==> config.mk <==
export PLATFORM = sky130hd
export DESIGN_NAME = rgb_block_to_ycc_vector_core
export DESIGN_NICKNAME = d
export VERILOG_FILES = /design/src/hw/rtl/rbyv_pkg.sv /design/src/hw/rtl/rgb_block_to_ycc_vector_core.sv
export SDC_FILE = /design/constraint.sdc
export NUM_CORES = 1
export LEC_CHECK = 0
export ABC_AREA = 1
export BUFFER_PORTS_ARGS = -buffer_cell sky130_fd_sc_hd__buf_2
export CORE_AREA = 2 2 192 194
export CTS_BUF_LIST = sky130_fd_sc_hd__clkbuf_8
export DETAILED_ROUTE_END_ITERATION = 10
export DIE_AREA = 0 0 194 196
export PLACE_DENSITY = 0.71
export REMOVE_ABC_BUFFERS = 1
export SETUP_SLACK_MARGIN = 0.02
export SLEW_MARGIN = 25
export SYNTH_ARGS = -nofsm -noshare
export SYNTH_HDL_FRONTEND = slang
export SYNTH_SLANG_ARGS = --single-unit
==> constraint.sdc <==
create_clock -name clk_i -period 9.33 [get_ports clk_i]
set_clock_uncertainty 0.15 [all_clocks]
set_input_delay 0.933 -clock clk_i [delete_from_list [all_inputs] [get_ports clk_i]]
set_output_delay 0.933 -clock clk_i [all_outputs]
set_load 0.02 [all_outputs]
==> src/hw/rtl/rbyv_pkg.sv <==
package rbyv_pkg;

  // Sample kind carried in tuser
  typedef enum logic [1:0] {
    KIND_LUMA = 2'd0,
    KIND_CB   = 2'd1,
    KIND_CR   = 2'd2
  } kind_e;

  // Mode code that a config write may not select
  localparam logic [2:0] REFUSED_MODE = 3'd5;

  // Luma = (2R + 4G + B + 3) / 7, done as a reciprocal multiply.
  // 2341 / 2^14 is exact for numerators below 5461; ours stay below 1789.
  localparam logic [11:0] LUMA_RECIP = 12'd2341;
  localparam logic [1:0]  LUMA_ROUND = 2'd3;

  // Block geometry of one mode
  typedef struct packed {
    logic [2:0] width;
    logic [2:0] height;
    logic [2:0] chroma;        // chroma samples per component
    logic [2:0] rows_per_grp;  // block rows per chroma group
  } mode_geom_t;

  // One result word as it leaves the block
  typedef struct packed {
    logic [8:0] sample;
    kind_e      kind;
    logic [4:0] index;
    logic       last;
  } res_t;

  function automatic mode_geom_t mode_geom(logic [2:0] mode);
    mode_geom_t g;
    unique case (mode)
      3'd0:    g = '{width: 3'd4, height: 3'd4, chroma: 3'd1, rows_per_grp: 3'd4};
      3'd1:    g = '{width: 3'd4, height: 3'd4, chroma: 3'd4, rows_per_grp: 3'd1};
      3'd2:    g = '{width: 3'd4, height: 3'd3, chroma: 3'd1, rows_per_grp: 3'd3};
      3'd3:    g = '{width: 3'd4, height: 3'd3, chroma: 3'd3, rows_per_grp: 3'd1};
      3'd4:    g = '{width: 3'd3, height: 3'd3, chroma: 3'd1, rows_per_grp: 3'd3};
      3'd5:    g = '{width: 3'd3, height: 3'd3, chroma: 3'd2, rows_per_grp: 3'd1};
      3'd6:    g = '{width: 3'd4, height: 3'd2, chroma: 3'd1, rows_per_grp: 3'd2};
      default: g = '{width: 3'd4, height: 3'd2, chroma: 3'd2, rows_per_grp: 3'd1};
    endcase
    return g;
  endfunction

  // Luma of one pixel, clipped to 255
  function automatic logic [7:0] luma(logic [7:0] r, logic [7:0] g, logic [7:0] b);
    logic [10:0] num;
    logic [22:0] prod;
    num  = {2'b0, r, 1'b0} + {1'b0, g, 2'b0} + {3'b0, b} + {9'b0, LUMA_ROUND};
    prod = 23'(num) * 23'(LUMA_RECIP);
    return (prod[22]) ? 8'hFF : prod[21:14];
  endfunction

  // Group sum / (2 * width * rows_per_grp), rounded half away from zero,
  // clipped to -128..127. Divisors are 32, 8, 24, 8, 18, 6, 16, 8 by mode.
  function automatic logic [8:0] chroma_value(logic signed [12:0] acc, logic [2:0] mode);
    logic        neg;
    logic [12:0] mag_abs;
    logic [12:0] half;
    logic [12:0] mag;
    logic [19:0] p24;
    logic [22:0] p18;
    logic [22:0] p6;
    logic [9:0]  q;
    logic [8:0]  res;
    neg     = acc[12];
    mag_abs = neg ? 13'(-acc) : 13'(acc);
    unique case (mode)
      3'd0:          half = 13'd16;
      3'd2:          half = 13'd12;
      3'd4:          half = 13'd9;
      3'd5:          half = 13'd3;
      3'd6:          half = 13'd8;
      default:       half = 13'd4;
    endcase
    mag = mag_abs + half;
    // divide by 3 via 683/2^11, by 9 via 1821/2^14
    p24 = 20'(mag[12:3]) * 20'd683;
    p18 = 23'(mag[12:1]) * 23'd1821;
    p6  = 23'(mag[12:1]) * 23'd683;
    unique case (mode)
      3'd0:    q = {2'b0, mag[12:5]};
      3'd2:    q = {1'b0, p24[19:11]};
      3'd4:    q = {1'b0, p18[22:14]};
      3'd5:    q = p6[20:11];
      3'd6:    q = {1'b0, mag[12:4]};
      default: q = mag[12:3];
    endcase
    if (!neg) begin
      res = (q > 10'd127) ? 9'd127 : q[8:0];
    end else begin
      res = (q > 10'd128) ? 9'h180 : 9'(-q);
    end
    return res;
  endfunction

endpackage

==> src/hw/rtl/rgb_block_to_ycc_vector_core.sv <==
// RGB block to luma/chroma vector converter.
// Pixels enter on the s_axis channel in raster order within a block; the
// block geometry comes from block_mode, written on the cfg channel; the user
// must write it only while the block is idle, which the block does not enforce
// (a write of mode 5 is ignored; any other write also restarts the block).
// Every pixel yields one luma sample, written to the result queue in the cycle
// of its transfer. After the last pixel of a block the block emits its Cb
// samples, then its Cr samples, one per cycle while the result queue has
// room, tlast on the final Cr. Throughput: one pixel per cycle inside a block
// while the result queue is not full. At each block end the input is held off
// while the last pixel is accumulated and while the single chroma divide/clip
// unit walks the group sums, one chroma sample (2 to 8) at a time.
// A two-entry result queue sits in front of m_axis, so a pixel is taken while
// one result waits; when the receiver stalls and the queue fills, s_axis
// tready drops and the chroma walk pauses. Nothing is lost.
// Reset: block_mode = 7, block position and group sums cleared, queue empty.
module rgb_block_to_ycc_vector_core
  import rbyv_pkg::*;
#(
  parameter int unsigned MAX_CHROMA_GROUPS = 4
) (
  input  logic        clk_i,
  input  logic        rst_ni,
  // configuration
  input  logic        cfg_valid_i,
  output logic        cfg_ready_o,
  input  logic [2:0]  cfg_data_i,      // block_mode
  // pixel input
  input  logic        s_axis_tvalid_i,
  output logic        s_axis_tready_o,
  input  logic [23:0] s_axis_tdata_i,  // red [7:0], green [15:8], blue [23:16]
  // sample output
  output logic        m_axis_tvalid_o,
  input  logic        m_axis_tready_i,
  output logic [15:0] m_axis_tdata_o,  // sample [8:0], element_index [13:9], zero [15:14]
  output logic [1:0]  m_axis_tuser_o,  // sample_kind [1:0]
  output logic        m_axis_tlast_o   // vector_end
);

  localparam int unsigned GW = (MAX_CHROMA_GROUPS > 1) ? $clog2(MAX_CHROMA_GROUPS) : 1;
  localparam logic [2:0] GRP_MAX = 3'(MAX_CHROMA_GROUPS - 1);

  logic [2:0]  mode_q;
  mode_geom_t  geom;
  logic [1:0]  col_q, row_q;
  logic signed [12:0] blue_sum_q [MAX_CHROMA_GROUPS];
  logic signed [12:0] red_sum_q  [MAX_CHROMA_GROUPS];

  // pixel stage feeding the accumulators
  logic          p_valid_q, p_last_q;
  logic [7:0]    p_y_q, p_r_q, p_b_q;
  logic [GW-1:0] p_grp_q;

  // chroma walk
  logic          drain_q, phase_q;
  logic [GW-1:0] dk_q;

  // result queue
  res_t        fifo_q [2];
  logic [1:0]  cnt_q;
  logic        wr_ptr_q, rd_ptr_q;

  logic        cfg_set, in_fire, pop, push, drain_push;
  logic [7:0]  in_r, in_g, in_b, in_y;
  logic        col_last, row_last, blk_last;
  logic [2:0]  grp_raw, grp_sel;
  logic [4:0]  luma_idx, chroma_base, dindex;
  logic [2:0]  emitted_m1;
  logic        dlast_grp, dend, drain_done;
  logic signed [12:0] dsum;
  logic signed [12:0] diff_b, diff_r;
  res_t        push_data;

  assign geom = mode_geom(mode_q);

  // handshakes
  assign cfg_ready_o     = 1'b1;
  assign cfg_set         = cfg_valid_i && (cfg_data_i != REFUSED_MODE);
  assign s_axis_tready_o = !drain_q && !(p_valid_q && p_last_q) && (cnt_q != 2'd2);
  assign in_fire         = s_axis_tvalid_i && s_axis_tready_o;
  assign pop             = m_axis_tvalid_o && m_axis_tready_i;

  // pixel decode and luma
  assign in_r = s_axis_tdata_i[7:0];
  assign in_g = s_axis_tdata_i[15:8];
  assign in_b = s_axis_tdata_i[23:16];
  assign in_y = luma(in_r, in_g, in_b);

  assign col_last = ({1'b0, col_q} == (geom.width - 3'd1));
  assign row_last = ({1'b0, row_q} == (geom.height - 3'd1));
  assign blk_last = col_last && row_last;
  assign luma_idx = 5'({3'b0, row_q} * {2'b0, geom.width}) + {3'b0, col_q};

  // chroma group of the current row
  always_comb begin
    case (geom.rows_per_grp)
      3'd1:    grp_raw = {1'b0, row_q};
      3'd2:    grp_raw = {2'b0, row_q[1]};
      3'd3:    grp_raw = (row_q == 2'd3) ? 3'd1 : 3'd0;
      default: grp_raw = 3'd0;
    endcase
    grp_sel = (grp_raw > GRP_MAX) ? GRP_MAX : grp_raw;
  end

  // chroma walk datapath
  assign emitted_m1  = ((geom.chroma - 3'd1) > GRP_MAX) ? GRP_MAX : (geom.chroma - 3'd1);
  assign chroma_base = 5'({2'b0, geom.width} * {2'b0, geom.height});
  assign dsum        = phase_q ? red_sum_q[dk_q] : blue_sum_q[dk_q];
  assign dlast_grp   = (3'(dk_q) == emitted_m1);
  assign dend        = phase_q && dlast_grp;
  assign dindex      = chroma_base + (phase_q ? (5'(emitted_m1) + 5'd1) : 5'd0) + 5'(dk_q);
  assign drain_push  = drain_q && (cnt_q != 2'd2);
  assign drain_done  = drain_push && dend;

  // queue write mux: luma on a pixel transfer, chroma while walking
  always_comb begin
    if (drain_q) begin
      push_data.sample = chroma_value(dsum, mode_q);
      push_data.kind   = phase_q ? KIND_CR : KIND_CB;
      push_data.index  = dindex;
      push_data.last   = dend;
    end else begin
      push_data.sample = {1'b0, in_y};
      push_data.kind   = KIND_LUMA;
      push_data.index  = luma_idx;
      push_data.last   = 1'b0;
    end
  end
  assign push = in_fire || drain_push;

  // mode register and block position
  always_ff @(posedge clk_i or negedge rst_ni) begin
    if (!rst_ni) begin
      mode_q <= 3'd7;
      col_q  <= 2'd0;
      row_q  <= 2'd0;
    end else if (cfg_set) begin
      mode_q <= cfg_data_i;
      col_q  <= 2'd0;
      row_q  <= 2'd0;
    end else if (in_fire) begin
      if (blk_last) begin
        col_q <= 2'd0;
        row_q <= 2'd0;
      end else if (col_last) begin
        col_q <= 2'd0;
        row_q <= row_q + 2'd1;
      end else begin
        col_q <= col_q + 2'd1;
      end
    end
  end

  // pixel stage control
  always_ff @(posedge clk_i or negedge rst_ni) begin
    if (!rst_ni) begin
      p_valid_q <= 1'b0;
      p_last_q  <= 1'b0;
    end else begin
      p_valid_q <= in_fire;
      p_last_q  <= in_fire && blk_last;
    end
  end

  // pixel stage payload
  always_ff @(posedge clk_i) begin
    if (in_fire) begin
      p_y_q   <= in_y;
      p_r_q   <= in_r;
      p_b_q   <= in_b;
      p_grp_q <= GW'(grp_sel);
    end
  end

  // group sums
  assign diff_b = $signed({5'b0, p_b_q}) - $signed({5'b0, p_y_q});
  assign diff_r = $signed({5'b0, p_r_q}) - $signed({5'b0, p_y_q});

  always_ff @(posedge clk_i or negedge rst_ni) begin
    if (!rst_ni) begin
      for (int g = 0; g < MAX_CHROMA_GROUPS; g++) begin
        blue_sum_q[g] <= '0;
        red_sum_q[g]  <= '0;
      end
    end else if (cfg_set || drain_done) begin
      for (int g = 0; g < MAX_CHROMA_GROUPS; g++) begin
        blue_sum_q[g] <= '0;
        red_sum_q[g]  <= '0;
      end
    end else if (p_valid_q) begin
      blue_sum_q[p_grp_q] <= blue_sum_q[p_grp_q] + diff_b;
      red_sum_q[p_grp_q]  <= red_sum_q[p_grp_q] + diff_r;
    end
  end

  // chroma walk sequencer: all Cb groups, then all Cr groups
  always_ff @(posedge clk_i or negedge rst_ni) begin
    if (!rst_ni) begin
      drain_q <= 1'b0;
      phase_q <= 1'b0;
      dk_q    <= '0;
    end else if (p_valid_q && p_last_q) begin
      drain_q <= 1'b1;
      phase_q <= 1'b0;
      dk_q    <= '0;
    end else if (drain_push) begin
      if (dlast_grp) begin
        dk_q <= '0;
        if (phase_q) begin
          drain_q <= 1'b0;
          phase_q <= 1'b0;
        end else begin
          phase_q <= 1'b1;
        end
      end else begin
        dk_q <= dk_q + GW'(1);
      end
    end
  end

  // result queue control
  always_ff @(posedge clk_i or negedge rst_ni) begin
    if (!rst_ni) begin
      cnt_q    <= 2'd0;
      wr_ptr_q <= 1'b0;
      rd_ptr_q <= 1'b0;
    end else begin
      if (push) wr_ptr_q <= !wr_ptr_q;
      if (pop)  rd_ptr_q <= !rd_ptr_q;
      case ({push, pop})
        2'b10:   cnt_q <= cnt_q + 2'd1;
        2'b01:   cnt_q <= cnt_q - 2'd1;
        default: cnt_q <= cnt_q;
      endcase
    end
  end

  // result queue storage
  always_ff @(posedge clk_i) begin
    if (push) begin
      fifo_q[wr_ptr_q] <= push_data;
    end
  end

  // output
  assign m_axis_tvalid_o = (cnt_q != 2'd0);
  assign m_axis_tdata_o  = {2'b00, fifo_q[rd_ptr_q].index, fifo_q[rd_ptr_q].sample};
  assign m_axis_tuser_o  = fifo_q[rd_ptr_q].kind;
  assign m_axis_tlast_o  = fifo_q[rd_ptr_q].last;

`ifndef SYNTHESIS
  // queue never overfills
  a_cnt_bound: assert property (@(posedge clk_i) disable iff (!rst_ni)
    cnt_q != 2'd3)
    else $error("result queue count out of range");

  // chroma walk starts only after a block's last pixel was accumulated
  a_drain_start: assert property (@(posedge clk_i) disable iff (!rst_ni)
    $rose(drain_q) |-> $past(p_valid_q && p_last_q))
    else $error("chroma walk started without block end");

  // no pixel taken while chroma samples are pending
  a_no_pixel_in_drain: assert property (@(posedge clk_i) disable iff (!rst_ni)
    (drain_q || (p_valid_q && p_last_q)) |-> !in_fire)
    else $error("pixel accepted during block end");

  // vector end marks only a Cr sample
  a_last_is_cr: assert property (@(posedge clk_i) disable iff (!rst_ni)
    (m_axis_tvalid_o && m_axis_tlast_o) |-> (m_axis_tuser_o == KIND_CR))
    else $error("vector end on a non-Cr sample");
`endif

endmodule
# Word-level counts from Yosys, hierarchy flattened
# Memory sizes are Yosys's and may differ from the RTL's.
# Index checks and enable logic that the tools add are counted.
[word_totals] elab_cells=167 regBits=147 ram_bits=34 in_bits=32 mem_count=1
[mem_list] memory="fifo_q" words=2 word_bits=17 read_ports=1 rd_ports_with_merged_regs=0 wr=1 line_no="rgb_block_to_ycc_vector_core.sv:59" source="res_t fifo_q [2];"
[classes] n_bitwise=2 reduce_logical=30 magnitude_cmp=7 n_eq_ne=17 mul=6 mux=59 add_sub_neg=22
[ops] cell="$mux 52" count=4
[ops] cell="$mux 13" count=12
[ops] cell="$bmux 13 s2" count=4
[ops] cell="$bwmux 52" count=2
[ops] cell="$pmux 12 s7" count=1
[ops] cell="$pmux 10 s5" count=1
[ops] cell="$mux 9" count=3
[ops] cell="$add 13x9->13" count=2
[ops] cell="$demux 13 s2" count=1
[ops] cell="$pmux 5 s5" count=1
[ops] cell="$mux 2" count=12
[ops] cell="$mul 11x12->23 const B" count=1
[ops] cell="$mul 12x11->23 const B" count=1
[ops] cell="$mul 12x10->21 const B" count=1
[ops] cell="$mul 10x10->20 const B" count=1
[ops] cell="$sub 8x8->9" count=2
[ops] cell="$mux 17" count=1
[ops] cell="$reduce_bool 2->1" count=7
[ops] cell="$add 13x13->13" count=1
[ops] cell="$neg 13->13" count=1
[ops] cell="$eq 3x2->1 const B" count=4
[ops] cell="$logic_and 1x1->1" count=12
[ops] cell="$add 11x2->11 const B" count=1
[ops] cell="$add 11x8->11" count=1
[ops] cell="other kinds (36)" count=66

# Longest topological paths before layout
[depth] depth_word=15 mapped_depth=59

# Worst setup path after synthesis
# Ideal clock, no wire load.
[synth_timing] path_type="register to register" startpoint="register dk_q[0]" endpoint="memory fifo_q[0][15] (netlist bit), data pin" synth_period_minus_slack_ns=8.629 setup_slack_ns=0.701 arrival_ns=8.222 setup_time_ns=0.257 stages_incl_launch_ff=47 path_buffers=4 cell_sequence="dfrtp_1 buf_6 o21ai_0 nand2_1 nand2_1 and2_1 buf_2 buf_4 clkbuf_1 o21ai_0 fa_1 nand3b_1 and2_1 or2_2 nand2_1 nand3_2 nor2_2 nand3_1 (+11 left out) ha_1 a21oi_1 o21a_1 nand3_1 or2_2 nand3_1 nand2_1 a21oi_1 nand4_1 inv_1 ha_1 nand3_1 nor2_2 nand4_1 nand2_1 nand2_1 nand2_1 nand2_1"
[synth_rtl] element="start: declaration" line_no="rgb_block_to_ycc_vector_core.sv:56" source="logic [GW-1:0] dk_q;"
[synth_rtl] element="start signal: assignment" line_no="rgb_block_to_ycc_vector_core.sv:216" source="dk_q <= dk_q + GW'(1);"
[synth_rtl] element="end: declaration" line_no="rgb_block_to_ycc_vector_core.sv:59"

==> results_dict.tcl <==
set metrics [dict create \
    viasPerCell 5.725 \
    grt_pass1_vias 17210 \
    path_max_fanout 23 \
    htreeDepth 4 \
    hold_viol 0 \
    postLayoutCoreUtil_pct 58.44 \
    rows 70 \
    drv_cap 0 \
    portBuffers 50 \
    cp-startpoint "dk_q[0]" \
    drt_first_pass_iters 6 \
    gr-total-overflow 0 \
    required_ns 9.52 \
    dp_hpwl_um 41930 \
    grt_pass1_wl_um 87110 \
    routabilityCongestion 0.9470 \
    critPathCaptureType "flop" \
    ctsHoldBuffers 0 \
    vias 17100 \
    syn2layout_area_growth_pct 8.399 \
    avgSynthCellArea_um2 7.990 \
    setup_viol_count_final 0 \
    synthesis.area_um2 19450 \
    hold_path_class "input port to asynchronous set/reset pin" \
    regToRegSetupSlack_ns 0.42 \
    grt_util_all_layers_pct 28.43 \
    die_area_um2 38020 \
    tightest_slew_ns 1.044 \
    synth-main-ff-cell "dfrtp_1" \
    drc 0 \
    cts_tree "done" \
    async_reset_ff_share_pct 66.85 \
    drt_wl_total_um 53460 \
    routedWlPerCell_um 17.90 \
    synth-seq-cells 181 \
    start_util_pct 53.91 \
    max_freq_mhz 112.2 \
    filler_cell_count 3269 \
    finalNetCount 2935 \
    worstSetupPathType "flop to flop" \
    core_area_um2 36080 \
    yosysUniqueCellTypes 54 \
    relSlewSlack_pct 30.43 \
    clock_sinks 181 \
    worstReg2RegEnd "fifo_q[1][12]" \
    whs_ns 0.3869 \
    synthCells 2435 \
    min_period_over_period_pct 95.51 \
    cts_buffers 17 \
    crit_family "adder cells" \
    crit_end "fifo_q[1][12]" \
    root_buffer "clkbuf_8" \
    final_antenna_net_count 0 \
    crit_cells 46 \
    r2r-start "dk_q[0]" \
    insertion_delay_ns 0.49 \
    dieHeight_um 196 \
    drtIter0Drc 1178 \
    min_period_ns 8.911 \
    status "finished, final reports clean" \
    fp.dieW_um 194 \
    io_pins 54 \
    diodes 0 \
    slowest_stage "fa_1" \
    crit_arrival_ns 9.10 \
    ys_seq_area_share_pct 24.84 \
    start_kind "flop" \
    ys_warn_count 0 \
    final_max_slew_viol_count 0 \
    clk_pin_slew_ns 0.10 \
    antenna_found_initial 0 \
    rr_worst_depth 46 \
    cp_num_buf_inv 9 \
    slowest_delay_ns 0.53 \
    drive_gt1_share_pct 9.809 \
    synth_edf_count 60 \
    grt_max_degree 63 \
    clk_path_buf_depth 2 \
]
==> synth_stat cells (12+ instances only) <==
| master | n | area share (%) |
|---|---|---|
| inv_1 | 469 | 9.0 |
| ha_1 | 296 | 19 |
| edfxtp_1 | 60 | 9.3 |
| nand3_1 | 141 | 3.6 |
| o22ai_1 | 130 | 4.2 |
| a221oi_1 | 23 | 1.0 |
| xor2_1 | 52 | 2.3 |
| o21ai_0 | 79 | 2.0 |
| o21bai_1 | 21 | 0.81 |
| nand2_2 | 12 | 0.39 |
| xnor2_1 | 27 | 1.2 |
| fa_1 | 102 | 10 |
| dfrtp_1 | 118 | 15 |
| nand2_1 | 431 | 8.3 |
| a21oi_1 | 148 | 3.8 |
| nand4_1 | 17 | 0.55 |
| nor2_1 | 123 | 2.4 |
| clkbuf_1 | 37 | 0.71 |
==> placed cells by master (no fill, tap or decap), types with 20 or more instances in the layout <==
cell type  synthesis  layout
ha_1             296     291
o22ai_1          130     130
edfxtp_1          60      60
xnor2_1           27      27
o21ai_0           79      77
buf_2             11      50
nand2_2           12      20
inv_1            469     464
nand3_1          141     136
o21bai_1          21      20
a221oi_1          23      23
fa_1             102     102
nor2_1           123     110
dfrtp_1          118     117
xor2_1            52      52
nand2_1          431     421
buf_4              5      53
a21oi_1          148     142
==> registers in the layout, indices dropped and copies added, names as in the netlist, 3 cells and up <==
register and flops:
fifo_q 34, mode_q 3, red_sum_q 52, p_y_q 8, p_b_q 8, blue_sum_q 52, p_r_q 8
==> through the flow <==
step,setup TNS (ns),worst slack (ns),instances,cell area [um2]
2_1_floorplan,-6.615,-0.3834,2378,19170
3_3_place_gp,0,0.4430,2943,20390
3_5_place_dp,0,0.2180,2943,20390
4_1_cts,0,0.1109,2975,20750
5_1_grt,-0.02543,-0.01271,2986,21090
6_report,0,0.4189,2986,21090
==> worst min path at each step <==
| stage | endpoint | slack [ns] | start | cells past startpoint |
|---|---|---|---|---|
| 6_report | red_sum_q[43] | 0.39 | rst_ni | 1 |
| 5_1_grt | red_sum_q[44] | 0.44 | rst_ni | 1 |
| 4_1_cts | red_sum_q[43] | 0.40 | rst_ni | 1 |
| 3_5_place_dp | mode_q[2] | 0.38 | mode_q[2] | 2 |
| 3_3_place_gp | wr_ptr_q | 0.37 | wr_ptr_q | 2 |
| 2_1_floorplan | cnt_q[0] | 0.34 | cnt_q[0] | 1 |
==> final cells by class <==
| cell class | count | area [um2] | area share [%] |
|---|---|---|---|
| Multi-Input combinational cell | 1714 | 12750 | 60.48 |
| Sequential cell | 181 | 4835 | 22.92 |
| Inverter | 483 | 1822 | 8.638 |
| Timing Repair Buffer | 108 | 735.7 | 3.489 |
| Tap cell | 468 | 585.6 | 2.777 |
| Clock buffer | 17 | 234.0 | 1.109 |
| Clock inverter | 15 | 122.6 | 0.5814 |
==> repair_timing <==
action,CTS,global route
endpoints found under the hold margin,0,0
endpoints found under the setup margin,0,18
setup buffers,0,10
gates resized for setup,0,67
==> per-layer routing <==
layer | wire (um) | vias to the layer above | global-route usage, %
met3 | 3384 | 136 | 4.470
met2 | 25480 | 630 | 48.94
met1 | 22820 | 8137 | 36.16
li1 | - | 8193 | -
met5 | 0 | - | 0
met4 | 1780 | 0 | 10.49
==> cell families (layout without fill, tap and decap cells) <==
| group | count (synthesis) | count (layout) | synth area share [%] |
|---|---|---|---|
| compound gates | 457 | 457 | 13.98 |
| xor+xnor | 79 | 79 | 3.557 |
| fa+ha+maj | 398 | 398 | 29.53 |
| buf+inv | 543 | 623 | 10.86 |
| flops | 181 | 181 | 24.84 |
| other cells | 2 | 5 | 0.03860 |
| simple gates | 775 | 775 | 17.19 |
Power is left out: the tool's default activity adds up to more than one toggle a clock period on the data nets, which glitch-free logic cannot reach.
